===== src/design/soc_pkg.sv =====
// ----------------------------------------------------------------------------
// soc_pkg - shared definitions for the substring occurrence counter
// Field widths, register indexes, case folding and the step struct.
// ----------------------------------------------------------------------------
package soc_pkg;

	localparam int CHAR_W          = 8;
	localparam int COUNT_W         = 32;
	localparam int LEN_W           = 5;
	localparam int CFG_W           = 64;
	localparam int CFG_IDX_W       = 2;
	localparam int PAT_CHARS       = 16;
	localparam int MAX_PATTERN_DEF = 16;

	// register indexes on the configuration port
	localparam logic [CFG_IDX_W-1:0] REG_PATTERN_LOW  = 2'd0;
	localparam logic [CFG_IDX_W-1:0] REG_PATTERN_HIGH = 2'd1;
	localparam logic [CFG_IDX_W-1:0] REG_PATTERN_LEN  = 2'd2;

	localparam logic [CHAR_W-1:0] ASCII_UPPER_A = 8'h41;
	localparam logic [CHAR_W-1:0] ASCII_UPPER_Z = 8'h5A;
	localparam logic [CHAR_W-1:0] ASCII_CASE_OFS = 8'h20;

	typedef logic [CHAR_W-1:0] char_t;

	// one text word moving through the matcher
	typedef struct packed {
		logic  step;   // word consumed this cycle
		logic  clear;  // word ends the text
		char_t chr;    // folded character
	} step_t;

	function automatic char_t fold_case(input char_t c);
		char_t r;
		r = c;
		if (c >= ASCII_UPPER_A && c <= ASCII_UPPER_Z) begin
			r = c + ASCII_CASE_OFS;
		end
		return r;
	endfunction

endpackage


===== src/design/soc_matcher.sv =====
// ----------------------------------------------------------------------------
// soc_matcher - character window and pattern compare
// Holds the last folded characters of the text and flags a pattern hit
// ending at the character on offer.
// ----------------------------------------------------------------------------
module soc_matcher
	import soc_pkg::*;
#(
	parameter int MAX_PATTERN = MAX_PATTERN_DEF
) (
	input  logic                        clk,
	input  logic                        arst_n,
	input  step_t                       step_in,
	input  logic [2*CFG_W-1:0]          pattern_chars,
	input  logic [LEN_W-1:0]            pattern_length,
	output logic                        hit
);

	localparam int WIN_DEPTH = (MAX_PATTERN > 1) ? MAX_PATTERN - 1 : 1;
	localparam int IDX_W     = (WIN_DEPTH > 1) ? $clog2(WIN_DEPTH) : 1;
	localparam int SEEN_W    = $clog2(WIN_DEPTH + 1);
	localparam int SUM_W     = LEN_W + 1;
	localparam logic [SEEN_W-1:0] SEEN_MAX = SEEN_W'(MAX_PATTERN - 1);
	localparam logic [LEN_W-1:0]  LEN_MAX  = LEN_W'(MAX_PATTERN);

	// window entries are only read once written (gated by seen_q)
	char_t              win_q [WIN_DEPTH];
	logic [SEEN_W-1:0]  seen_q;
	char_t              pat_f [PAT_CHARS];
	logic [LEN_W-1:0]   len_eff;

	always_comb begin
		for (int i = 0; i < PAT_CHARS; i++) begin
			pat_f[i] = fold_case(pattern_chars[i*CHAR_W +: CHAR_W]);
		end
		len_eff = (pattern_length > LEN_MAX) ? LEN_MAX : pattern_length;
	end

	always_comb begin
		logic [LEN_W-1:0] pos;
		logic             tail_ok;
		logic [3:0]       last_idx;
		pos      = '0;
		tail_ok  = 1'b1;
		last_idx = 4'(len_eff - LEN_W'(1));
		// window entry 0 is the newest; it lines up with the character just
		// before the final one of the pattern
		for (int k = 0; k < MAX_PATTERN - 1; k++) begin
			if (LEN_W'(k + 1) < len_eff) begin
				pos = len_eff - LEN_W'(k + 2);
				if (win_q[pos[IDX_W-1:0]] != pat_f[k]) begin
					tail_ok = 1'b0;
				end
			end
		end
		if (len_eff == '0) begin
			hit = 1'b1;
		end else if (SUM_W'(seen_q) + SUM_W'(1) < SUM_W'(len_eff)) begin
			hit = 1'b0;
		end else begin
			hit = tail_ok && (pat_f[last_idx] == step_in.chr);
		end
	end

	always_ff @(posedge clk) begin
		if (step_in.step) begin
			win_q[0] <= step_in.chr;
			for (int i = 1; i < WIN_DEPTH; i++) begin
				win_q[i] <= win_q[i-1];
			end
		end
	end

	always_ff @(posedge clk or negedge arst_n) begin
		if (!arst_n) begin
			seen_q <= '0;
		end else if (step_in.step) begin
			if (step_in.clear) begin
				seen_q <= '0;
			end else if (seen_q < SEEN_MAX) begin
				seen_q <= seen_q + SEEN_W'(1);
			end
		end
	end

endmodule


===== src/design/substring_occurrence_counter.sv =====
// ----------------------------------------------------------------------------
// substring_occurrence_counter - case-insensitive pattern occurrence count
// Counts overlapping occurrences of a pattern of up to MAX_PATTERN
// characters in a byte stream and reports the total at the end of the text.
// ----------------------------------------------------------------------------
// Usage:
//  - Load the pattern through cfg_wr_en/cfg_index/cfg_data while idle:
//    index 0 = characters 0..7, 1 = characters 8..15, 2 = length (0..16).
//    A length of zero counts every character; above MAX_PATTERN it clamps.
//  - Text words enter on the s_ side, one byte per word, s_tlast on the
//    final byte. Letters are folded to lower case on both sides.
//  - One result word leaves on the m_ side per text: the saturating count.
// After the last word is accepted, the count reaches m_tvalid through
// the input register, then the result register; it waits longer only while
// the previous count is still held on the m_ side.
// Throughput: one word per cycle; the compare against the window is a
// single combinational pass. Only a last word waits, and only while the
// previous result is still held on the m_ side; words behind it wait too.
// Reset clears the counters, fill count and both valid flags; the pattern
// registers reset to zero (empty pattern).
// ----------------------------------------------------------------------------
module substring_occurrence_counter
	import soc_pkg::*;
#(
	parameter int MAX_PATTERN = MAX_PATTERN_DEF
) (
	input  logic                 clk,
	input  logic                 arst_n,
	// text in
	input  logic                 s_tvalid,
	output logic                 s_tready,
	input  logic [CHAR_W-1:0]    s_tdata,   // [7:0] text_char
	input  logic                 s_tlast,   // last_char
	// count out
	output logic                 m_tvalid,
	input  logic                 m_tready,
	output logic [COUNT_W-1:0]   m_tdata,   // [31:0] match_count
	// configuration
	input  logic                 cfg_wr_en,
	input  logic [CFG_IDX_W-1:0] cfg_index,
	input  logic [CFG_W-1:0]     cfg_data
);

	localparam logic [COUNT_W-1:0] COUNT_MAX = '1;

	// pattern registers
	logic [CFG_W-1:0]   pat_low_q;
	logic [CFG_W-1:0]   pat_high_q;
	logic [LEN_W-1:0]   pat_len_q;

	// input stage
	logic               valid_s1;
	logic               last_s1;
	char_t              char_s1;

	// result stage
	logic               out_valid_q;
	logic [COUNT_W-1:0] out_count_q;
	logic [COUNT_W-1:0] running_q;

	logic               adv_s1;
	logic               hit;
	logic [COUNT_W-1:0] count_next;
	step_t              step;

	always_ff @(posedge clk or negedge arst_n) begin
		if (!arst_n) begin
			pat_low_q  <= '0;
			pat_high_q <= '0;
			pat_len_q  <= '0;
		end else if (cfg_wr_en) begin
			case (cfg_index)
				REG_PATTERN_LOW:  pat_low_q  <= cfg_data;
				REG_PATTERN_HIGH: pat_high_q <= cfg_data;
				REG_PATTERN_LEN:  pat_len_q  <= cfg_data[LEN_W-1:0];
				default:          ;
			endcase
		end
	end

	// a last word may only move on when the result register is free or is emptied in the same cycle
	assign adv_s1   = valid_s1 && (!last_s1 || !out_valid_q || m_tready);
	assign s_tready = !valid_s1 || adv_s1;

	always_ff @(posedge clk or negedge arst_n) begin
		if (!arst_n) begin
			valid_s1 <= 1'b0;
		end else if (s_tready) begin
			valid_s1 <= s_tvalid;
		end
	end

	always_ff @(posedge clk) begin
		if (s_tvalid && s_tready) begin
			char_s1 <= fold_case(s_tdata);
			last_s1 <= s_tlast;
		end
	end

	assign step.step  = adv_s1;
	assign step.clear = last_s1;
	assign step.chr   = char_s1;

	soc_matcher #(
		.MAX_PATTERN(MAX_PATTERN)
	) u_matcher (
		.clk           (clk),
		.arst_n        (arst_n),
		.step_in       (step),
		.pattern_chars ({pat_high_q, pat_low_q}),
		.pattern_length(pat_len_q),
		.hit           (hit)
	);

	// saturating count including this word
	assign count_next = (hit && running_q != COUNT_MAX) ? running_q + COUNT_W'(1) : running_q;

	always_ff @(posedge clk or negedge arst_n) begin
		if (!arst_n) begin
			running_q <= '0;
		end else if (adv_s1) begin
			running_q <= last_s1 ? '0 : count_next;
		end
	end

	always_ff @(posedge clk or negedge arst_n) begin
		if (!arst_n) begin
			out_valid_q <= 1'b0;
		end else if (adv_s1 && last_s1) begin
			out_valid_q <= 1'b1;
		end else if (m_tready) begin
			out_valid_q <= 1'b0;
		end
	end

	always_ff @(posedge clk) begin
		if (adv_s1 && last_s1) begin
			out_count_q <= count_next;
		end
	end

	assign m_tvalid = out_valid_q;
	assign m_tdata  = out_count_q;

	// a finished text always lands in the result register
	a_last_to_out: assert property (@(posedge clk) disable iff (!arst_n)
		adv_s1 && last_s1 |=> out_valid_q)
		else $error("last word advanced without a result");

	// a held result is never overwritten by the next text
	a_no_overwrite: assert property (@(posedge clk) disable iff (!arst_n)
		valid_s1 && last_s1 && out_valid_q && !m_tready |-> !adv_s1)
		else $error("result overwritten while stalled");

	// the running count starts from zero after each text
	a_clear_count: assert property (@(posedge clk) disable iff (!arst_n)
		adv_s1 && last_s1 |=> running_q == '0)
		else $error("running count not cleared at end of text");

	// saturation holds within a text
	a_saturate: assert property (@(posedge clk) disable iff (!arst_n)
		adv_s1 && !last_s1 && running_q == COUNT_MAX |=> running_q == COUNT_MAX)
		else $error("running count wrapped");

endmodule

===== config.mk =====
export PLATFORM = sky130hd
export DESIGN_NAME = substring_occurrence_counter
export DESIGN_NICKNAME = d
export VERILOG_FILES = /design/src/design/soc_pkg.sv /design/src/design/soc_matcher.sv /design/src/design/substring_occurrence_counter.sv
export SDC_FILE = /design/constraint.sdc
export NUM_CORES = 1
export LEC_CHECK = 0
export ABC_CLOCK_PERIOD_IN_PS = 7850
export BUFFER_PORTS_ARGS = -buffer_cell sky130_fd_sc_hd__buf_2
export CORE_MARGIN = 1.5
export CORE_UTILIZATION = 68
export DETAILED_ROUTE_END_ITERATION = 10
export PLACE_DENSITY = 0.87
export SETUP_SLACK_MARGIN = 0.1
export SLEW_MARGIN = 20
export SYNTH_ARGS = -nofsm -noshare
export SYNTH_HDL_FRONTEND = slang
export SYNTH_SLANG_ARGS = --single-unit

===== constraint.sdc =====
create_clock -name clk -period 7.85 [get_ports clk]
set_input_delay 1.1775 -clock clk [delete_from_list [all_inputs] [get_ports clk]]
set_output_delay 1.1775 -clock clk [all_outputs]
set_load 0.05 [all_outputs]

==> impl_metrics.toml, run 1 <==
[final_layout]
drive_gt1_frac = 0.217
final_common_cell = "mux2i_1"
areaGrowthSynthToFinish_pct = 8.44
mostFrequentLayoutCells = "mux2i_1, dfrtp_1, edfxtp_1"
fill_cells = 2276
postLayoutCellArea_um2 = 26500
layout.nets = 2427

[setup_path]
start_kind = "flop"
cpMaxStageDelayCell = "nor3_1"
path_class = "reg -> reg"
crit_path_cell_trace = "nand2b_1, buf_4, inv_2, ha_1, nand3b_1, a21oi_4, nor2_1, a22o_1, a221oi_1, xor2_1, nor4_1, buf_4, a41oi_1, nor4_4, nand4_4, a21o_1, nor3_1, o21ai_0"
worstPathMaxFanout = 26
crit_buf_inv = 3
crit_required_ns = 8.27
endpoint_kind = "flop"
cpMostUsedCell = "buf_4"
cp.arrival_ns = 7.23
cp_slowest_stage_delay_ns = 0.61
path_delay_family = "simple AND/OR/NAND/NOR gates"

[place]
dpl-instance-area_um2 = 25200
routabilityCongestion = 1.10
dp_hpwl_um = 69200
port_buffers = 113

[floorplan]
die-area_um2 = 37100
rows = 69
start_util = 0.688
die_w_um = 193
die_h_um = 193
pin_count = 114
core_um2 = 35500

[detailed_routing]
drc = 0
drt_iter0_drc = 3499
dr.pass1.iters = 6
wl_per_cell_um = 34.6
ant_nets = 0
wirelength_um = 97400
via_per_inst = 7.93
num_vias = 22270

[grt]
grt_antenna_before_repair = 5
met1_usage = 0.648
grt_remaining_overflow = 0
met2_usage = 0.758
track_usage = 0.525
grt_busiest_layer = "met2"
grt_max_degree = 95
grt_pass1_vias = 20927
grt_util_met3 = 0.213
grt_pass1_wl_um = 140000

[power_and_ir_drop]
p_switching_uw = 3930
irDropWorstVdd_mv = 0.332
combPwrFrac = 0.494
p_clk_frac = 0.213
swShare = 0.450
pwr-share-seq = 0.293
finalPower_uw = 8730
powerDensity_nw_per_um2 = 330
p_int_uw = 4800
p_leak_uw = 0.0105

[cts]
post_cts_buffers = 0
clk-insertion-delay-late_ns = 0.59
cts.repair.resized = 0
hold_buffers = 0
root_buffer = "clkbuf_16"
clock-sinks = 332
cts_buffers = 38
htreeDepth = 2
cts_tree = "yes"
clkTransAtPathRegs_ns = 0.06
max-clock-path-buffers = 3

[yosys]
synth_seq_area_share = 0.373
yosys_register_bits = 332
avgSynthCellArea_um2 = 10.8
synthDistinctLibCells = 106
synth_edf_count = 161
syn_nets = 2382
synth_flop_cell = "dfrtp_1"
netlist_instances = 2270
synth_area_um2 = 24400
synth-async-reset-ratio = 0.515
synth.yosys.warnings = 0

[hold_path]
hold_class = "reg -> reg"

[sta]
finalMaxSlewViolations = 0
fin_hold_ws_ns = 0.502
skew_ns = 0.0214
maxSlewHeadroom = 0.0560
grt_setup_unrepaired = "false"
tightest_slew_ns = 1.40
setup_viol = 0
max_freq_mhz = 147
tns_ns = 0
timing_hold_violations_final = 0
fin_crit_sh = 0.867
fin_crit_ns = 6.81

[outcome]
status = "completed"

[run]
drv_cap = 0
[cell families after synthesis]
kind of cell,after synthesis,share of synthesized area
adders and majority gates,32,0.0164
buffers and inverters,208,0.0406
muxes,434,0.224
xor gates and xnor gates,152,0.0548
DFF,332,0.373
and+or+nand+nor,589,0.131
AOI/OAI and AO/OA,523,0.160
[metrics by stage]
step / utilization / cells / setup slack, ns
4_1_cts: 0.745 / 2805 / 1.35
5_1_grt: 0.746 / 2808 / 0.906
2_1_floorplan: - / 2270 / 2.62
3_3_place_gp: 0.709 / 2735 / 1.69
3_5_place_dp: 0.710 / 2735 / 1.46
6_report: 0.746 / 2810 / 1.04
[layout make-up]
class                      count  area (um2)  area share
multi-input combinational   1730       14400       0.542
clock inverter                15         166     0.00628
tap                          461         577      0.0218
clock buffer                  55        1100      0.0414
sequential                   332        9120       0.344
timing repair buffer         160         953      0.0360
antenna                        4        10.0    0.000378
inverter                      53         201     0.00761
[power by group through the flow]
stage / Sequential, uW / Clock [uW] / Combinational, uW
2_1_floorplan: 2390 / 0 / 2860
6_report: 2560 / 1860 / 4310
5_1_grt: 2560 / 1900 / 4440
4_1_cts: 2520 / 1840 / 4080
3_3_place_gp: 2520 / 0 / 3960
3_5_place_dp: 2540 / 0 / 4030
[cell usage after synthesis (12+ instances only)]
cell type | instances | area share
and3_1 | 23 | 0.0059
a221oi_1 | 13 | 0.0047
dfrtp_1 | 171 | 0.18
nand2_1 | 153 | 0.024
nand3b_1 | 12 | 0.0037
mux2_2 | 157 | 0.072
a22oi_1 | 35 | 0.011
and2_1 | 17 | 0.0044
buf_4 | 17 | 0.0052
nand4_1 | 31 | 0.0079
buf_2 | 56 | 0.011
o221ai_1 | 16 | 0.0057
o22ai_1 | 29 | 0.0074
nor3b_1 | 14 | 0.0043
mux2i_1 | 202 | 0.083
edfxtp_1 | 161 | 0.20
and3b_1 | 14 | 0.0050
o22a_1 | 15 | 0.0054
xnor2_1 | 92 | 0.033
inv_1 | 48 | 0.0074
a211oi_1 | 32 | 0.0098
a221o_1 | 13 | 0.0053
nand2b_1 | 16 | 0.0041
mux4_2 | 74 | 0.068
nor2b_1 | 24 | 0.0061
nor3_1 | 49 | 0.010
a31oi_1 | 18 | 0.0046
o21ai_0 | 61 | 0.012
a2bb2oi_1 | 31 | 0.011
ha_1 | 32 | 0.016
o211ai_1 | 24 | 0.0074
nand3_1 | 41 | 0.0084
clkbuf_1 | 63 | 0.0097
nor4_1 | 14 | 0.0036
xor2_1 | 59 | 0.021
nor2_1 | 105 | 0.016
a21oi_1 | 76 | 0.016
[routing by layer]
metal / share of wire / up-vias / wire [um]
li1: - / 8924 / -
met4: 0.083 / 2 / 8060
met3: 0.16 / 536 / 15600
met2: 0.42 / 2124 / 40800
met1: 0.34 / 10684 / 32900
met5: 0.00018 / - / 18
[final timing paths]
kind / startpoint / end / slack (ns) / depth (start not counted)
worst max-delay path: pat_len_q[4] / running_q[11] / 1.04 / 18
worst min-delay path: u_matcher.win_q[8][6] / u_matcher.win_q[9][6] / 0.50 / 0
worst max register to register: pat_len_q[4] / running_q[11] / 1.04 / 18
worst min register to register: u_matcher.win_q[8][6] / u_matcher.win_q[9][6] / 0.50 / 0
max in group asynchronous: arst_n / pat_low_q[22] / 5.85 / 2
min in group asynchronous: arst_n / pat_low_q[10] / 0.65 / 1
[worst register-to-register path, delay by kind of cell (launching register included)]
family	cells	cell delay [ns]
AOI/OAI and AO/OA	6	2.24
xor gates and xnor gates	1	0.13
adders and majority gates	1	0.57
buffers and inverters	3	0.54
DFF	1	0.58
and+or+nand+nor	7	2.60
[sequential cells by signal, indices dropped and copies added, names as in the netlist, 4 cells and up]
register,cells
char_s1,8
u_matcher.win_q,120
u_matcher.seen_q,4
pat_len_q,5
pat_high_q,64
pat_low_q,64
m_tdata,32
running_q,32
Note: power is estimated with default switching activity, not from simulation.
==> run 2: changes to the inputs <==
--- a/config.mk
+++ b/config.mk
@@ -10,7 +10,7 @@
 export CORE_MARGIN = 1.5
 export CORE_UTILIZATION = 68
 export DETAILED_ROUTE_END_ITERATION = 10
-export PLACE_DENSITY = 0.87
+export PLACE_DENSITY = 0.95
 export SETUP_SLACK_MARGIN = 0.1
 export SLEW_MARGIN = 20
 export SYNTH_ARGS = -nofsm -noshare
==> constraint.sdc (replaced) <==
create_clock -name clk -period 7.85 [get_ports clk]
set_input_delay 1.57 -clock clk [delete_from_list [all_inputs] [get_ports clk]]
set_output_delay 1.57 -clock clk [all_outputs]
set_load 0.05 [all_outputs]
==> impl_metrics.toml, run 2 (synthesis results as in run 1) <==
[cts]
clkTransAtPathRegs_ns = 0.07
clk-insertion-delay-late_ns = 0.58
max-clock-path-buffers = 3
cts_tree = "yes"
post_cts_buffers = 0
root_buffer = "clkbuf_16"
cts_buffers = 38
htreeDepth = 2
cts.repair.resized = 0
clock-sinks = 332
hold_buffers = 0

[floorplan]
die-area_um2 = 37100
start_util = 0.688
die_w_um = 193
rows = 69
pin_count = 114
die_h_um = 193
core_um2 = 35500

[detailed_routing]
wirelength_um = 96600
via_per_inst = 7.94
dr.pass1.iters = 9
num_vias = 22355
drt_iter0_drc = 3399
ant_nets = 0
wl_per_cell_um = 34.3
drc = 0

[final_layout]
fill_cells = 2231
mostFrequentLayoutCells = "mux2i_1, dfrtp_1, edfxtp_1"
layout.nets = 2433
final_common_cell = "mux2i_1"
max_flop_register = "u_matcher.win_q"
areaGrowthSynthToFinish_pct = 8.80
largestRegisters = "u_matcher.win_q (120), pat_high_q (64), pat_low_q (64)"
largest_reg_flops = 120
stdcell_count = 2814
drive_gt1_frac = 0.221

[power_and_ir_drop]
p_leak_uw = 0.0105
irDropWorstVdd_mv = 0.260
powerDensity_nw_per_um2 = 332
finalPower_uw = 8810

[grt]
grt_pass1_vias = 21134
grt_max_degree = 89
grt_pass1_wl_um = 140000
track_usage = 0.522
grt_remaining_overflow = 0
grt_antenna_before_repair = 3

[run]
drv_cap = 0

[setup_path]
start_kind = "flop"
endpoint_kind = "flop"
path_class = "reg -> reg"
worstPathMaxFanout = 28
crit_required_ns = 8.16
cp.arrival_ns = 7.22

[place]
port_buffers = 113
dp.cells = 2741
routabilityCongestion = 1.08
dp_hpwl_um = 67900

[sta]
tns_ns = 0
tightest_slew_ns = 1.18
fin_crit_sh = 0.880
setup_viol = 0
timing_hold_violations_final = 0
skew_ns = 0.0142
max_freq_mhz = 145
grt_setup_unrepaired = "false"
fin_crit_ns = 6.91
maxSlewHeadroom = 0.205
finalMaxSlewViolations = 0

[outcome]
status = "completed"

[hold_path]
hold_class = "reg -> reg"
run 2: changes by cell type in the layout (fill, tap and decap cells not counted), sizes merged:
cell	delta
buf	+7
bufinv	+3
clkbuf	-10
clkinv	+8
clkinvlp	-3
inv	-1
run 2: metal layers:
layer | routed length (um) | global-route usage | part of all wire | vias up
met5 | 23 | 0 | 0.00024 | -
met4 | 7920 | 0.348 | 0.082 | 4
met3 | 14900 | 0.188 | 0.15 | 489
met2 | 40500 | 0.748 | 0.42 | 2101
met1 | 33200 | 0.663 | 0.34 | 10819
li1 | - | - | - | 8942
run 2: worst max-delay path: stages (launching register included):
cell and delay [ns]:
dfrtp_2 0.35, buf_4 0.33, nor2b_4 0.08, inv_2 0.44, ha_1 0.58, nor3b_2 0.16
nand3b_1 0.80, buf_4 0.48, mux4_2 0.35, nand2_1 0.09, a31oi_1 0.68, xnor2_1 0.19
and4_1 0.21, a32oi_1 0.21, nor3_2 0.27, nand4_4 0.18, a21o_1 0.57, nor3_1 0.49
xor2_1 0.15
run 2: layout make-up:
type                            instances  area, um2  share of cell area
Inverter                               53        201             0.00758
Clock buffer                           46       1040              0.0393
Antenna cell                            4       10.0            0.000377
Clock inverter                         22        288              0.0108
Sequential cell                       332       9120               0.343
Timing Repair Buffer                  166        973              0.0366
Tap cell                              461        577              0.0217
Multi-Input combinational cell       1730      14400               0.540
run 2: path summary, 6_finish.rpt:
check,start,end,slack [ns],depth (start not counted)
setup / recovery,pat_len_q[4],m_tdata[13],0.94,18
hold / removal,u_matcher.win_q[9][7],u_matcher.win_q[10][7],0.53,0
setup reg to reg,pat_len_q[4],m_tdata[13],0.94,18
hold reg to reg,u_matcher.win_q[9][7],u_matcher.win_q[10][7],0.53,0
max in group asynchronous,arst_n,pat_high_q[17],5.50,2
min in group asynchronous,arst_n,pat_low_q[2],1.05,1
run 2: stage by stage:
stage / hold WS (ns) / cell area, um2 / setup slack (ns) / utilization
2_1_floorplan: 0.436 / 24400 / 2.23 / -
3_3_place_gp: 0.480 / 25200 / 1.39 / 0.710
3_5_place_dp: 0.499 / 25200 / 1.23 / 0.710
4_1_cts: 0.515 / 26500 / 1.18 / 0.748
5_1_grt: 0.534 / 26600 / 0.897 / 0.749
6_report: 0.528 / 26600 / 0.943 / 0.749
run 2: report_power, final:
part | switching, uW | total [uW] | leakage [uW] | internal, uW
combinational | 2680 | 4330 | 0.00623 | 1650
sequential | 460 | 2550 | 0.00365 | 2090
clock | 800 | 1930 | 0.000655 | 1130
total | 3940 | 8810 | 0.0105 | 4870
